==> src/rtl/core/complex_fir_filter_defines.svh <==
// assertion macros for the complex fir filter
`ifndef COMPLEX_FIR_FILTER_DEFINES_SVH
`define COMPLEX_FIR_FILTER_DEFINES_SVH

// same-cycle implication, sampled on clk, off while arst_n is low
`define CFIR_ASSERT_IMP(label, ante, cons) \
	label: assert property (@(posedge clk) disable iff (!arst_n) (ante) |-> (cons)) \
		else $error("cfir: same-cycle check failed");

// next-cycle implication, sampled on clk, off while arst_n is low
`define CFIR_ASSERT_NXT(label, ante, cons) \
	label: assert property (@(posedge clk) disable iff (!arst_n) (ante) |=> (cons)) \
		else $error("cfir: next-cycle check failed");

`endif

==> src/rtl/core/cfir_pkg.sv <==
// shared constants and types for the complex fir filter
package cfir_pkg;

	localparam int MAX_TAPS_DEF = 64;
	localparam int DATA_W       = 16;
	localparam int PROD_W       = 32;
	localparam int ACC_W        = 38;
	localparam int TAP_CNT_W    = 7;
	localparam int TAP_IDX_W    = 6;
	localparam int APB_ADDR_W   = 3;
	localparam int APB_DATA_W   = 32;
	localparam int REG_IDX_W    = 1;

	localparam logic [TAP_CNT_W-1:0] TAP_COUNT_RST = 7'd64;

	localparam logic OP_SAMPLE = 1'b0;
	localparam logic OP_LOAD   = 1'b1;

	localparam logic [REG_IDX_W-1:0] REG_TAP_COUNT = 1'b0;

	typedef logic signed [DATA_W-1:0] data_t;
	typedef logic signed [ACC_W-1:0]  acc_t;

	// controls broadcast to every cell of the ring
	typedef struct packed {
		logic                 win_en;
		logic                 coef_shift;
		logic                 coef_load;
		logic [TAP_IDX_W-1:0] load_idx;
	} ctl_t;

endpackage

==> src/rtl/core/cfir_mac.sv <==
// multiply-accumulate at the head of the ring, product registered before the add
module cfir_mac (
	input  logic             clk,
	input  logic             arst_n,
	input  logic             clear,
	input  logic             en,
	input  cfir_pkg::data_t  coef,
	input  cfir_pkg::data_t  win_re,
	input  cfir_pkg::data_t  win_im,
	output cfir_pkg::acc_t   acc_re,
	output cfir_pkg::acc_t   acc_im
);

	logic signed [cfir_pkg::PROD_W-1:0] prod_re;
	logic signed [cfir_pkg::PROD_W-1:0] prod_im;
	logic signed [cfir_pkg::PROD_W-1:0] prod_re_s1;
	logic signed [cfir_pkg::PROD_W-1:0] prod_im_s1;
	logic                               en_s1;
	cfir_pkg::acc_t                     acc_re_q;
	cfir_pkg::acc_t                     acc_im_q;

	assign prod_re = cfir_pkg::PROD_W'(coef) * cfir_pkg::PROD_W'(win_re);
	assign prod_im = cfir_pkg::PROD_W'(coef) * cfir_pkg::PROD_W'(win_im);

	always_ff @(posedge clk or negedge arst_n) begin
		if (!arst_n) begin
			en_s1 <= 1'b0;
		end else begin
			en_s1 <= en && !clear;
		end
	end

	always_ff @(posedge clk) begin
		prod_re_s1 <= prod_re;
		prod_im_s1 <= prod_im;
		if (clear) begin
			acc_re_q <= '0;
			acc_im_q <= '0;
		end else if (en_s1) begin
			// wraps modulo 2^38
			acc_re_q <= acc_re_q + cfir_pkg::ACC_W'(prod_re_s1);
			acc_im_q <= acc_im_q + cfir_pkg::ACC_W'(prod_im_s1);
		end
	end

	assign acc_re = acc_re_q;
	assign acc_im = acc_im_q;

endmodule

==> config.mk <==
export PLATFORM = sky130hd
export DESIGN_NAME = cfir_mac
export DESIGN_NICKNAME = d
export VERILOG_FILES = /design/src/rtl/core/complex_fir_filter_defines.svh /design/src/rtl/core/cfir_pkg.sv /design/src/rtl/core/cfir_mac.sv
export SDC_FILE = /design/constraint.sdc
export NUM_CORES = 2
export LEC_CHECK = 0
export ABC_AREA = 1
export CORE_MARGIN = 2
export CORE_UTILIZATION = 50
export DETAILED_ROUTE_END_ITERATION = 6
export DONT_BUFFER_PORTS = 1
export PLACE_DENSITY = 0.68
export SLEW_MARGIN = 20
export SYNTH_ARGS = -nofsm -noshare
export SYNTH_HDL_FRONTEND = slang
export SYNTH_SLANG_ARGS = --single-unit
export TNS_END_PERCENT = 100
==> constraint.sdc <==
create_clock -name clk -period 1.75 [get_ports clk]
set_input_delay 0.2625 -clock clk [delete_from_list [all_inputs] [get_ports clk]]
set_output_delay 0.2625 -clock clk [all_outputs]
set_load 0.05 [all_outputs]
Word level (Yosys, flattened, before mapping)

Index checks and enable logic that the tools add are counted.
Widths: inputs -> output; s select.

Bits of input ports: 52
Output and inout bits: 76
Register bits after elaboration: 141
Word-level logic and storage cells: 11

Reductions and logical operators: 2
Add/sub/neg operators: 2
Multipliers: 2

Operators with widths:

| operator          | count |
|---|---|
| $add 38x32->38    | 2 |
| $mul 16x16->32    | 2 |
| $logic_and 1x1->1 | 1 |
| $logic_not 1->1   | 1 |

Depth between registers and ports, before layout

Word-level depth: 2
Mapped depth: 26
Depth with buffers taken out: 24

Worst setup path before layout

OpenSTA, ideal clock, no wires.

Path kind: in2reg
Start point: input win_im[3]
End point: register prod_im_s1[31] (netlist bit)
Path buffers: 2
Path slack: -3757 ps
Setup time: 113 ps
Arrival: 5394 ps
Required time: 1637 ps
Stages on the path: 21
Path through: clkbuf_1 -> clkbuf_1 -> nand2_1 -> inv_1 -> fa_1 -> fa_1 -> fa_1 -> fa_1 -> fa_1 -> inv_1 -> fa_1 -> inv_1 -> ha_1 -> nand2_1 -> o21ai_0 -> a21oi_1 -> or2_2 -> nand3_2 -> nand2_1 -> inv_1 -> nor2_1

Longest elaborated chain between the ends: 1

RTL lines:

| item                       | RTL line       | RTL |
|---|---|---|
| start, declared            | cfir_mac.sv:9  | `input cfir_pkg::data_t win_im,` |
| $mul 16x16->32             | cfir_mac.sv:23 | `assign prod_im = cfir_pkg::PROD_W'(coef) * cfir_pkg::PROD_W'(win_im);` |
| named net prod_im, one bit | cfir_mac.sv:15 | `logic signed [cfir_pkg::PROD_W-1:0] prod_im;` |
| end signal, assigned       | cfir_mac.sv:35 | `prod_im_s1 <= prod_im;` |
| end, declared              | cfir_mac.sv:17 | `logic signed [cfir_pkg::PROD_W-1:0] prod_im_s1;` |

The timed path passes the listed nets, and every way through them passes these cells.
A chain may end at the register's enable or synchronous reset.

Worst setup path in the final report

Start point: input win_im[1]
End point: register prod_im_s1[28] (netlist bit)

Same word-level chain as after synthesis.

==> results.json <==
{
  "outcome": "complete, but fails checks",
  "cts-root-buf": "clkbuf_16",
  "grt_pass1_wl_um": 145000,
  "wl_met1_um": 40500,
  "synth_top_area_frac": 0.347,
  "antenna_found_initial": 0,
  "synth.area.mux_share": 0,
  "cts_sinks": 141,
  "antenna_cells": 0,
  "cts_buffer_depth": 2,
  "ioPinCount": 128,
  "fmax_mhz": 210,
  "worst_setup_path_end_kind": "flip-flop",
  "fin_crit_ns": 4.76,
  "max_cap_violations": 0,
  "wl_per_cell_um": 17.5,
  "cts_tree": "built",
  "port-buffer-count": 0,
  "final-max-slew-violation-count": 0,
  "synth_top_family_by_area": "adder cells",
  "drt-initial-drc-count": 1818,
  "syn_area_sq_um": 30300,
  "worst_pin_slew_ns": 0.644,
  "synthTopCellsByCount": "1101 x inv_1, 1020 x nand2_1, 526 x fa_1",
  "worstPathMaxFanout": 16,
  "routabilityCongestion": 0.952,
  "crit_type": "input pin to flip-flop",
  "core_area_sq_um": 60100,
  "top_layer": "met4",
  "die_height_um": 250,
  "synth_compound_area_frac": 0.0668,
  "reg2reg_depth": 15,
  "start_util": 0.504,
  "syn_avg_cell_area_sq_um": 7.27,
  "wl_met3_um": 5960,
  "vias": 28000,
  "yosysWarnings": 0,
  "drc": 0,
  "arrival_ns": 5.17,
  "fin_util": 0.711,
  "cts_buffers": 17,
  "finish.net_count": 5477,
  "synth_largest_area_cell": "fa_1",
  "die-area_sq_um": 62600,
  "fin_skew_ns": 0.0126,
  "hpwlAfterDp_um": 71300,
  "grt_overflow_total": 0,
  "setup_violations": 120,
  "yosysMostFrequentCell": "inv_1",
  "violations": "setup timing",
  "synthAdderAreaFrac": 0.446,
  "synth_xor_area_frac": 0.0280,
  "cts.reportedPaths.clkPinSlew_ns": 0.07,
  "wl_um": 95300,
  "rows": 90,
  "die_width_um": 250,
  "async_reset_ff_frac": 0.00709,
  "yosysUniqueCellTypes": 53,
  "period_share": 2.72,
  "synth_edf_count": 0,
  "worstHoldPathCells": 3,
  "postRouteAntennaNets": 0,
  "grt_max_degree": 125,
  "hp-class": "input pin to flip-flop",
  "drive_gt1_frac": 0.397,
  "worstSetupStartpointType": "input pin",
  "synth-seq-area-share": 0.0933,
  "dr.pass1.iters": 6,
  "grt_pass1_vias": 28600,
  "setup_ws_ns": -3.01,
  "areaGrowthSynthToFinish_pct": 41.1,
  "vias_per_cell": 5.12,
  "fillers": 4567,
  "clk_latency_ns": 0.47,
  "rsz0062_at_grt": "true",
  "wl_met2_um": 46500,
  "htreeDepth": 4,
  "slew_headroom": 0.571,
  "grt_use_total": 0.291,
  "synthFlopType": "dfxtp_1",
  "synth_simple_gate_area_frac": 0.213,
  "synth_area_leaders": "fa_1 35%, inv_1 14%, nand2_1 13%, ha_1 9.8%, dfxtp_1 9.2%",
  "syn_inst": 4171,
  "hold_violations": 0,
  "synth_fp_nets": 4987,
  "cp.required_ns": 2.15,
  "ys_seq_elements": 141
}
==> kinds of logic after synthesis <==
logic type,count (synthesis)
and+or+nand+nor,1588
buffers and inverters,1239
adders and majority gates,764
AOI/OAI and AO/OA,342
DFF,141
xor gates and xnor gates,97
==> metrics by stage <==
stage	hold WS, ns	setup TNS (ns)	area (sq um)	setup WS, ns	cells
floorplan	-0.0331	-152.36	32700	-3.29	4171
global placement	-0.0330	-166.87	36400	-3.45	5326
detailed placement	-0.0330	-169.71	36400	-3.45	5326
CTS	0.00710	-137.77	38600	-2.87	5401
global route	0.0330	-152.96	42800	-3.20	5456
finish	0.0251	-140.64	42800	-3.01	5456
==> layout by cell type, fill, tap and decap left out, types with 59 or more instances in the layout <==
cell / synthesis / final
nand2_2: 19 / 202
nand2_1: 1020 / 722
ha_1: 238 / 83
nor2_1: 339 / 222
inv_2: 2 / 140
nor2_4: 2 / 74
buf_4: 1 / 487
ha_4: 0 / 148
nor2_2: 14 / 59
a21oi_2: 10 / 70
inv_1: 1101 / 942
buf_6: 0 / 104
nand2_4: 2 / 100
fa_1: 526 / 480
==> critical path: stages <==
cell     delay [ns]
nand2_4        0.07
inv_2          0.05
fa_2           0.59
buf_4          0.17
fa_2           0.54
buf_4          0.19
fa_1           0.55
fa_1           0.44
fa_1           0.49
inv_1          0.05
fa_1           0.47
inv_1          0.06
ha_4           0.31
nand2_2        0.10
nor2_2         0.12
nand2_1        0.11
nor4_1         0.21
o21ai_1        0.12
nand3_1        0.12
xor2_1         0.14
==> state kept, by name, indices dropped and copies added (netlist names) <==
name        cells
prod_re_s1     32
prod_im_s1     32
acc_re         38
en_s1           1
acc_im         38
==> metal layers <==
| metal | global-route usage | vias to the layer above |
|---|---|---|
| met5 | 0 | - |
| met4 | 0.0761 | 0 |
| met3 | 0.0459 | 163 |
| met2 | 0.485 | 861 |
| met1 | 0.395 | 13700 |
| li1 | - | 13200 |
==> layout make-up <==
class,instances,area [sq um],area share
Tap cell,782,978,0.0229
Inverter,1104,4200,0.0982
Clock inverter,13,100,0.00234
Timing Repair Buffer,606,5060,0.118
Sequential cell,141,3100,0.0726
Clock buffer,19,443,0.0104
Multi-Input combinational cell,2791,28900,0.675
==> repair_timing <==
| action | CTS | global route |
|---|---|---|
| hold endpoints to repair | 66 | 0 |
| endpoints found under the setup margin | 118 | 122 |
| buffers inserted | 43 | 66 |
| hold buffers | 8 | 0 |
| pin swaps | 172 | 471 |
| resized for setup | 323 | 968 |
==> final timing paths <==
check                                     endpoint  slack, ns                   start
max                         prod_im_s1[28]$_DFF_P_      -3.01               win_im[1]
min                          prod_re_s1[1]$_DFF_P_       0.03               win_re[1]
max reg2reg                acc_im[24]$_SDFFE_PP0P_      -0.29  acc_im[0]$_SDFFE_PP0P_
min reg2reg                 acc_im[0]$_SDFFE_PP0P_       0.60   prod_im_s1[0]$_DFF_P_
max in group asynchronous          en_s1$_DFF_PN0_       1.08                  arst_n
min in group asynchronous          en_s1$_DFF_PN0_       0.55                  arst_n
Power is left out: the tool's default activity adds up to more than one toggle a clock period on the data nets, which glitch-free logic cannot reach.
