File: config.mk
export PLATFORM = sky130hd
export DESIGN_NAME = cfir_cell
export DESIGN_NICKNAME = d
export VERILOG_FILES = /design/src/rtl/core/complex_fir_filter_defines.svh /design/src/rtl/core/cfir_pkg.sv /design/src/rtl/core/cfir_cell.sv
export SDC_FILE = /design/constraint.sdc
export NUM_CORES = 1
export LEC_CHECK = 0
export BUFFER_PORTS_ARGS = -buffer_cell sky130_fd_sc_hd__buf_2
export CAP_MARGIN = 15
export CORE_AREA = 4 4 72 74
export CTS_CLUSTER_SIZE = 16
export DETAILED_ROUTE_END_ITERATION = 12
export DIE_AREA = 0 0 76 78
export PLACE_DENSITY = 0.87
export SYNTH_ARGS = -nofsm -noshare
export SYNTH_HDL_FRONTEND = slang
export SYNTH_SLANG_ARGS = --single-unit
export TNS_END_PERCENT = 30
File: constraint.sdc
create_clock -name clk -period 1.6 [get_ports clk]
set_input_delay 0.32 -clock clk [delete_from_list [all_inputs] [get_ports clk]]
set_output_delay 0.32 -clock clk [all_outputs]
set_load 0.05 [all_outputs]
File: src/rtl/core/complex_fir_filter_defines.svh
// assertion macros for the complex fir filter
`ifndef COMPLEX_FIR_FILTER_DEFINES_SVH
`define COMPLEX_FIR_FILTER_DEFINES_SVH

// same-cycle implication, sampled on clk, off while arst_n is low
`define CFIR_ASSERT_IMP(label, ante, cons) \
	label: assert property (@(posedge clk) disable iff (!arst_n) (ante) |-> (cons)) \
		else $error("cfir: same-cycle check failed");

// next-cycle implication, sampled on clk, off while arst_n is low
`define CFIR_ASSERT_NXT(label, ante, cons) \
	label: assert property (@(posedge clk) disable iff (!arst_n) (ante) |=> (cons)) \
		else $error("cfir: next-cycle check failed");

`endif

File: src/rtl/core/cfir_pkg.sv
// shared constants and types for the complex fir filter
package cfir_pkg;

	localparam int MAX_TAPS_DEF = 64;
	localparam int DATA_W       = 16;
	localparam int PROD_W       = 32;
	localparam int ACC_W        = 38;
	localparam int TAP_CNT_W    = 7;
	localparam int TAP_IDX_W    = 6;
	localparam int APB_ADDR_W   = 3;
	localparam int APB_DATA_W   = 32;
	localparam int REG_IDX_W    = 1;

	localparam logic [TAP_CNT_W-1:0] TAP_COUNT_RST = 7'd64;

	localparam logic OP_SAMPLE = 1'b0;
	localparam logic OP_LOAD   = 1'b1;

	localparam logic [REG_IDX_W-1:0] REG_TAP_COUNT = 1'b0;

	typedef logic signed [DATA_W-1:0] data_t;
	typedef logic signed [ACC_W-1:0]  acc_t;

	// controls broadcast to every cell of the ring
	typedef struct packed {
		logic                 win_en;
		logic                 coef_shift;
		logic                 coef_load;
		logic [TAP_IDX_W-1:0] load_idx;
	} ctl_t;

endpackage

File: src/rtl/core/cfir_cell.sv
// one ring cell: a delay line sample pair and one coefficient
module cfir_cell #(
	parameter int CELL_INDEX = 0
) (
	input  logic                 clk,
	input  logic                 arst_n,
	input  cfir_pkg::ctl_t       ctl,
	input  cfir_pkg::data_t      win_re_in,
	input  cfir_pkg::data_t      win_im_in,
	input  cfir_pkg::data_t      coef_in,
	input  cfir_pkg::data_t      load_value,
	output cfir_pkg::data_t      win_re,
	output cfir_pkg::data_t      win_im,
	output cfir_pkg::data_t      coef
);

	cfir_pkg::data_t win_re_q;
	cfir_pkg::data_t win_im_q;
	cfir_pkg::data_t coef_q;
	logic            hit;

	assign hit = ctl.coef_load && (32'(ctl.load_idx) == 32'(CELL_INDEX));

	always_ff @(posedge clk or negedge arst_n) begin
		if (!arst_n) begin
			win_re_q <= '0;
			win_im_q <= '0;
			coef_q   <= '0;
		end else begin
			if (ctl.win_en) begin
				win_re_q <= win_re_in;
				win_im_q <= win_im_in;
			end
			if (hit) begin
				coef_q <= load_value;
			end else if (ctl.coef_shift) begin
				coef_q <= coef_in;
			end
		end
	end

	assign win_re = win_re_q;
	assign win_im = win_im_q;
	assign coef   = coef_q;

endmodule

Word-level counts from Yosys, hierarchy flattened:

Index checks and enable logic that the tools add are counted.

* input port bits: 75
* output and inout bits: 48
* register bits: 48
* word-level logic and storage cells: 8

* mux-type cells: 2
* reduce and logical (&&, ||, !) cells: 3

Operators with widths (number)
* 2-to-1 mux 16 bit: 2
* zero test 6 bit: 1
* nonzero test 2 bit: 1
* logical AND 1 bit: 1

Longest topological paths before layout:

Gate-level depths: netlist of run 1.

* depth after elaboration: 3
* gate-level depth with buffers: 4
* depth with buffers taken out: 3

Worst setup path before layout of run 1:

No wires, ideal clock.

* path kind: input-to-reg
* start point: input ctl[7] in the netlist's numbering
* end point: register coef_q[10], in the netlist coef[10]
* required time: 1475 ps
* setup time: 125 ps
* setup slack: 199 ps
* path buffers: 2
* data arrival time: 1276 ps
* stages on the path: 4
* path through: buf_2 > buf_2 > mux2_2 > mux2_4

* longest elaborated chain between the ends: 1

Ends and longest elaborated chain
* start, declared: RTL line cfir_cell.sv:7 `input cfir_pkg::ctl_t ctl,`
* nonzero test 2 bit (no line)
* end signal, assigned: RTL line cfir_cell.sv:35 `coef_q <= load_value;`
* end signal, assigned: RTL line cfir_cell.sv:37 `coef_q <= coef_in;`
* end, declared: RTL line cfir_cell.sv:19 `cfir_pkg::data_t coef_q;`

Every way passes these cells.
A chain may end at the register's enable or synchronous reset.

Worst setup path in the final report of run 1:

* start point: register win_re_q[15], in the netlist win_re[15]
* end point: output win_re[15]

RTL lines
* start, declared: RTL line cfir_cell.sv:17 `cfir_pkg::data_t win_re_q;`
* start signal, assigned: RTL line cfir_cell.sv:31 `win_re_q <= win_re_in;`
* end, declared: RTL line cfir_cell.sv:12 `output cfir_pkg::data_t win_re,`

No word-level cell between the ends.

==> results of run 1 <==
## worst register-to-register path: stages (launching register included)
cell and delay, ns:
dfrtp_1 0.40, mux2_2 0.27, mux2_4 0.26
## routing by layer
layer	part of all wire	track usage	vias up	wire (µm)
met5	0	0	-	0
met4	0.013	0.04804	0	57
met3	0.14	0.07425	5	609
met2	0.46	0.2697	100	2056
met1	0.39	0.1756	680	1735
li1	-	-	686	-
## sequential cells by signal, indices dropped and copies added, names as in the netlist
signal and flops:
coef 16, win_re 16, win_im 16
## cells in the final DEF, fill, tap and decap left out
cell type and instances:
buf_2 122, mux2_2 52, dfrtp_1 48, mux2_4 10, clkbuf_8 5, mux2_1 2
buf_12 2, nor4b_4 1, nor3_1 1, nand2_4 1, bufinv_16 1, inv_6 1
clkinvlp_4 1, dlygate4sd3_1 1
## cells in the mapped netlist (all sizes together)
library cell	instances
nor3	1
dfrtp	48
nand2	1
mux2	64
buf	6
nor4b	1
clkbuf	1
## timing repair
item,CTS,global route
resized for setup,0,0
setup endpoints to repair,0,0
hold endpoints to repair,21,0
hold buffers,1,0
## worst paths after layout
kind / from / endpoint / slack (ns) / cells after the start
hold / removal: win_im_in[15] / win_im[15]$_DFFE_PN0P_ / 0.23 / 2
min in group asynchronous: arst_n / win_im[3]$_DFFE_PN0P_ / 0.50 / 2
setup reg to reg: coef[5]$_DFFE_PN0P_ / coef[5]$_DFFE_PN0P_ / 0.56 / 2
hold reg to reg: win_re[9]$_DFFE_PN0P_ / win_re[9]$_DFFE_PN0P_ / 0.49 / 1
setup / recovery: win_re[15]$_DFFE_PN0P_ / win_re[15] / 0.34 / 1
max in group asynchronous: arst_n / coef[9]$_DFFE_PN0P_ / 0.58 / 3
## metrics by stage
step / instance area, µm² / setup slack, ns / instances / util
floorplan: 2039 / 0.1989 / 122 / -
global placement: 2718 / 0.1256 / 293 / 0.5910
detailed placement: 2718 / 0.1326 / 293 / 0.5910
CTS: 2843 / 0.3230 / 302 / 0.6182
global route: 2843 / 0.2940 / 302 / 0.6182
finish: 2843 / 0.3388 / 302 / 0.6182
## cells by family after synthesis
| family | after synthesis |
|---|---|
| multiplexers | 64 |
| AND/OR/NAND/NOR | 3 |
| buffers and inverters | 7 |
| flip-flops | 48 |
## cell type report
type | instances | area (µm²)
multi-input combinational | 67 | 798.3
timing repair buffer | 125 | 660.6
fill | 364 | 1755
clock inverter | 3 | 46.29
tap | 54 | 67.56
clock buffer | 5 | 68.82
sequential | 48 | 1201
## power breakdown
part / total (µW) / leakage (µW) / internal [µW] / switching, µW
Combinational: 927 / 0.000838 / 311 / 615
Clock: 887 / 0.0000548 / 471 / 416
Sequential: 1390 / 0.000561 / 1340 / 57.3
==> results.py, run 1 <==
metrics = {
    "cts": {
        "clockRootBuffer": "clkbuf_8",
        "clk_pin_slew_ns": 0.10,
        "post-cts-setup-buffers": 0,
        "htree_levels": 2,
        "numCtsBuffers": 5,
        "cts_buffer_depth": 2,
        "numClockSinks": 48,
        "clk_latency_ns": 0.30,
        "cts_tree": "built",
    },
    "global_route": {
        "grt_pass1_vias": 1625,
        "antenna_found_initial": 0,
        "grt_overflow": 0,
        "grt_max_degree": 33,
        "grt_use_total": 0.1586,
        "grt_pass1_wl_mm": 7.479,
    },
    "timing": {
        "slew-limit-headroom": 0.6703,
        "hold_ws_ns": 0.2274,
        "final_hold_viol_count": 0,
        "fin_crit_ns": 1.261,
        "setup_viol": 0,
        "final.setup.tns_ns": 0,
        "drv_slew": 0,
        "skew_ns": 0,
        "fmax_mhz": 792.9,
        "tightest_slew_ns": 0.4945,
        "period_share": 0.7882,
        "rsz0062_at_grt": "false",
    },
    "layout": {
        "area_delta_synth_final_pct": 39.39,
        "diodes": 0,
        "nNetsFinal": 322,
        "layout-drive-gt1-share": 0.7903,
    },
    "floorplanning": {
        "fp.dieH_um": 78,
        "start_util": 0.4435,
        "core_mm2": 0.004598,
        "die_w_um": 76,
        "die-area_mm2": 0.005928,
        "ios": 123,
        "row_count": 25,
    },
    "routing": {
        "firstDrtPassIters": 2,
        "drc": 0,
        "ant_nets": 0,
        "vias_per_cell": 4.871,
        "wl_per_cell_um": 14.76,
        "wirelength_mm": 4.459,
        "via_count": 1471,
        "initialDrtViolationCount": 20,
    },
    "place": {
        "gp_congestion": 0.6785,
        "portBuffers": 122,
    },
    "outcome": {
        "outcome": "complete, no violations",
    },
    "logic_synthesis": {
        "synth_top_family_by_area": "multiplexers",
        "synth_cells": 122,
        "syn-num-nets": 197,
        "ys_seq_elements": 48,
        "synthXorXnorAreaFrac": 0,
        "synth_fa_ha_area_frac": 0,
        "yosys.area_share.simple": 0.01963,
        "ys_seq_area_frac": 0.5890,
        "yosysTopAreaCellShare": 0.5890,
        "yosys-top-cells-area": "dfrtp_1, mux2_2, mux2_4",
        "yosysUniqueCellTypes": 10,
        "synthMuxAreaShare": 0.3718,
        "synth-compound-area-share": 0,
        "syn-cell-area_mm2": 0.002039,
        "yosys_warnings": 0,
        "synth_area_leader_cell": "dfrtp_1",
        "synth.avg_cell_area_um2": 16.72,
    },
    "worst_setup_path": {
        "cp-start-kind": "flip-flop",
        "worst_path_max_delay_cell": "dfrtp_1",
        "crit_arrival_ns": 0.94,
        "critPathCaptureType": "output port",
        "critical_path.top_delay_family": "flip-flops",
        "path_buf_inv": 1,
        "critical_path_class": "reg2out",
        "worstPathRequired_ns": 1.28,
        "crit_fanout": 2,
        "cpPeakStageDelay_ns": 0.37,
        "worstPathCellList": "buf_2",
    },
    "power": {
        "powerDensity_mw_per_mm2": 1128,
        "p_leak_uw": 0.001454,
        "total_power_uw": 3206,
        "ir_drop_mv": 0.8135,
    },
    "worst_hold_path": {
        "min_path_type": "in2reg",
    },
    "flow_run": {
        "maxCapViolations": 0,
    },
}
(Power assumes the default switching activity.)
==> inputs of run 2 (changes only) <==
Settings changed: ABC_AREA set to 1, CORE_AREA 4 4 72 74 to 4 4 81 83, DIE_AREA 0 0 76 78 to 0 0 85 87, PLACE_DENSITY 0.87 to 0.78.
Clock period 1.6 ns to 1.08 ns, I/O delays scaled along.
==> run 2 against run 1 <==
  * The run now ends with setup timing left
  * Sequential power up 51%
  * Cell count increased by 45%
  * Critical path depth did not move
  * Total power is 59% higher
  * Utilization shrank 1.9 points
  * Synthesized area increased by 11%
  * Hold slack worse by 0.081 ns
  * Via count is 36% higher
  * Sequential share of layout area down 8.0 points
  * Largest cell class unchanged
==> results.py, run 2 <==
metrics = {
    "logic_synthesis": {
        "synth.avg_cell_area_um2": 10.17,
        "synthArstFlopShare": 1.000,
        "synth_area_leader_cell": "dfrtp_1",
        "yosysTopAreaCellShare": 0.5319,
        "syn-num-nets": 297,
        "synth-edff-count": 0,
        "syn-cell-area_mm2": 0.002258,
        "yosysUniqueCellTypes": 14,
        "synth_cells": 222,
        "yosys_warnings": 0,
        "yosys-top-cells-area": "dfrtp_1, mux2_2, nand2_1",
        "ys_top_cells_by_count": "nand2_1, dfrtp_1, nand3_1, inv_1, mux2_2",
        "ys_seq_area_frac": 0.5319,
        "synthFlopType": "dfrtp_1",
        "yosysMostFrequentCell": "nand2_1",
        "ys_seq_elements": 48,
    },
    "routing": {
        "ant_nets": 0,
        "wirelength_mm": 5.774,
        "via_count": 1998,
        "firstDrtPassIters": 4,
        "wl_per_cell_um": 13.15,
        "drc": 0,
        "vias_per_cell": 4.551,
        "initialDrtViolationCount": 29,
    },
    "worst_setup_path": {
        "crit_arrival_ns": 0.87,
        "path_buf_inv": 1,
        "rrSetupSlack_ns": 0.07,
        "critical_path.top_delay_family": "flip-flops",
        "crit_fanout": 2,
        "worst_path_max_delay_cell": "dfrtp_1",
        "worstPathRequired_ns": 0.86,
        "cp-start-kind": "flip-flop",
        "worstPathCellList": "buf_6",
        "critPathCaptureType": "output port",
        "critical_path_class": "reg2out",
        "cpPeakStageDelay_ns": 0.42,
    },
    "cts": {
        "numCtsBuffers": 5,
        "htree_levels": 2,
        "clockRootBuffer": "clkbuf_8",
        "clk_pin_slew_ns": 0.09,
        "cts_buffer_depth": 2,
        "clk_latency_ns": 0.29,
        "cts_tree": "built",
        "numClockSinks": 48,
    },
    "layout": {
        "final_cell_mix": "buf_2, nand2_1, dfrtp_1, buf_6, nand3_1",
        "multi_input_area_um2": 862.1,
        "layout-drive-gt1-share": 0.5275,
        "fillers": 480,
        "nNetsFinal": 438,
        "final_common_cell": "buf_2",
        "diodes": 0,
        "ff_latch_area_mm2": 0.001201,
        "area_delta_synth_final_pct": 55.35,
    },
    "floorplanning": {
        "fp.dieH_um": 87,
        "row_count": 28,
        "die_w_um": 85,
        "start_util": 0.3860,
        "ios": 123,
        "die-area_mm2": 0.007395,
        "core_mm2": 0.005851,
    },
    "timing": {
        "tightest_slew_ns": 0.3641,
        "period_share": 1.010,
        "fin_crit_ns": 1.091,
        "final.setup.tns_ns": -0.02167,
        "skew_ns": 0,
        "rsz0062_at_grt": "true",
        "slew-limit-headroom": 0.7570,
        "drv_slew": 0,
        "setup_viol": 3,
        "fmax_mhz": 916.9,
        "final_hold_viol_count": 0,
        "fin_ws_ns": -0.01059,
    },
    "global_route": {
        "grt_pass1_vias": 2055,
        "antenna_found_initial": 0,
        "grt_max_degree": 49,
        "grt_pass1_wl_mm": 9.687,
        "grt_use_total": 0.1619,
        "grt_overflow": 0,
    },
    "place": {
        "gp_congestion": 0.7848,
        "dpl.hpwl_mm": 4.212,
        "portBuffers": 122,
        "dp_slack_ns": -0.07278,
    },
    "worst_hold_path": {
        "min_path_type": "in2reg",
    },
    "power": {
        "ir_drop_mv": 0.7612,
        "powerDensity_mw_per_mm2": 1449,
        "p_leak_uw": 0.001895,
    },
    "outcome": {
        "outcome": "finished, violations left",
        "violations": "setup timing",
    },
    "flow_run": {
        "maxCapViolations": 0,
    },
}
==> run 2: final timing paths <==
check,startpoint,to,depth (start not counted)
setup / recovery,win_re[4]$_DFFE_PN0P_,win_re[4],1
max in group asynchronous,arst_n,coef[5]$_DFFE_PN0P_,3
hold / removal,win_re_in[5],win_re[5]$_DFFE_PN0P_,2
hold reg to reg,win_im[11]$_DFFE_PN0P_,win_im[11]$_DFFE_PN0P_,1
min in group asynchronous,arst_n,win_re[12]$_DFFE_PN0P_,3
setup reg to reg,win_im[8]$_DFFE_PN0P_,win_im[8]$_DFFE_PN0P_,3
==> run 2: through the flow <==
stage	instances	total power, µW	util	hold WS, ns	cell area, µm²
after floorplan	222	3021	-	-0.07959	2258
after global placement	415	3441	0.5066	0.2164	2964
after detailed placement	415	3466	0.5066	0.2224	2964
after CTS	433	5095	0.5920	0.1332	3463
after global routing	439	5311	0.5997	0.1397	3508
final	439	5083	0.5997	0.1466	3508
==> run 2: final cells by class <==
cell class                 count  share of cell area
clock buffer                   6             0.02354
clock inverter                 2             0.01106
inverter                      23             0.02461
multi-input combinational    139              0.2457
sequential                    48              0.3424
tap                           75             0.02675
timing repair buffer         146              0.3260
==> run 2: where the power goes <==
group	total, µW	internal (µW)	switching [µW]
Clock	1320	757	558
Combinational	1670	684	982
Sequential	2100	1970	129
Total	5080	3410	1670
==> run 2: what timing repair did <==
item	in CTS	in global routing
resized for setup	96	0
hold buffers	1	0
buffers inserted	9	6
endpoints found under the setup margin	48	47
hold endpoints to repair	48	0
==> run 2: cells by family after synthesis <==
logic type | after synthesis | share of synthesized area
simple gates | 107 | 0.2222
buf+inv | 35 | 0.08643
mux | 32 | 0.1596
flops | 48 | 0.5319
==> run 2: layer usage <==
metal	track usage	vias to the layer above	wire length (µm)
li1	-	989	-
met1	0.2023	886	2425
met2	0.2768	117	2675
met3	0.04447	6	612
met4	0.04317	0	59
met5	0	-	0
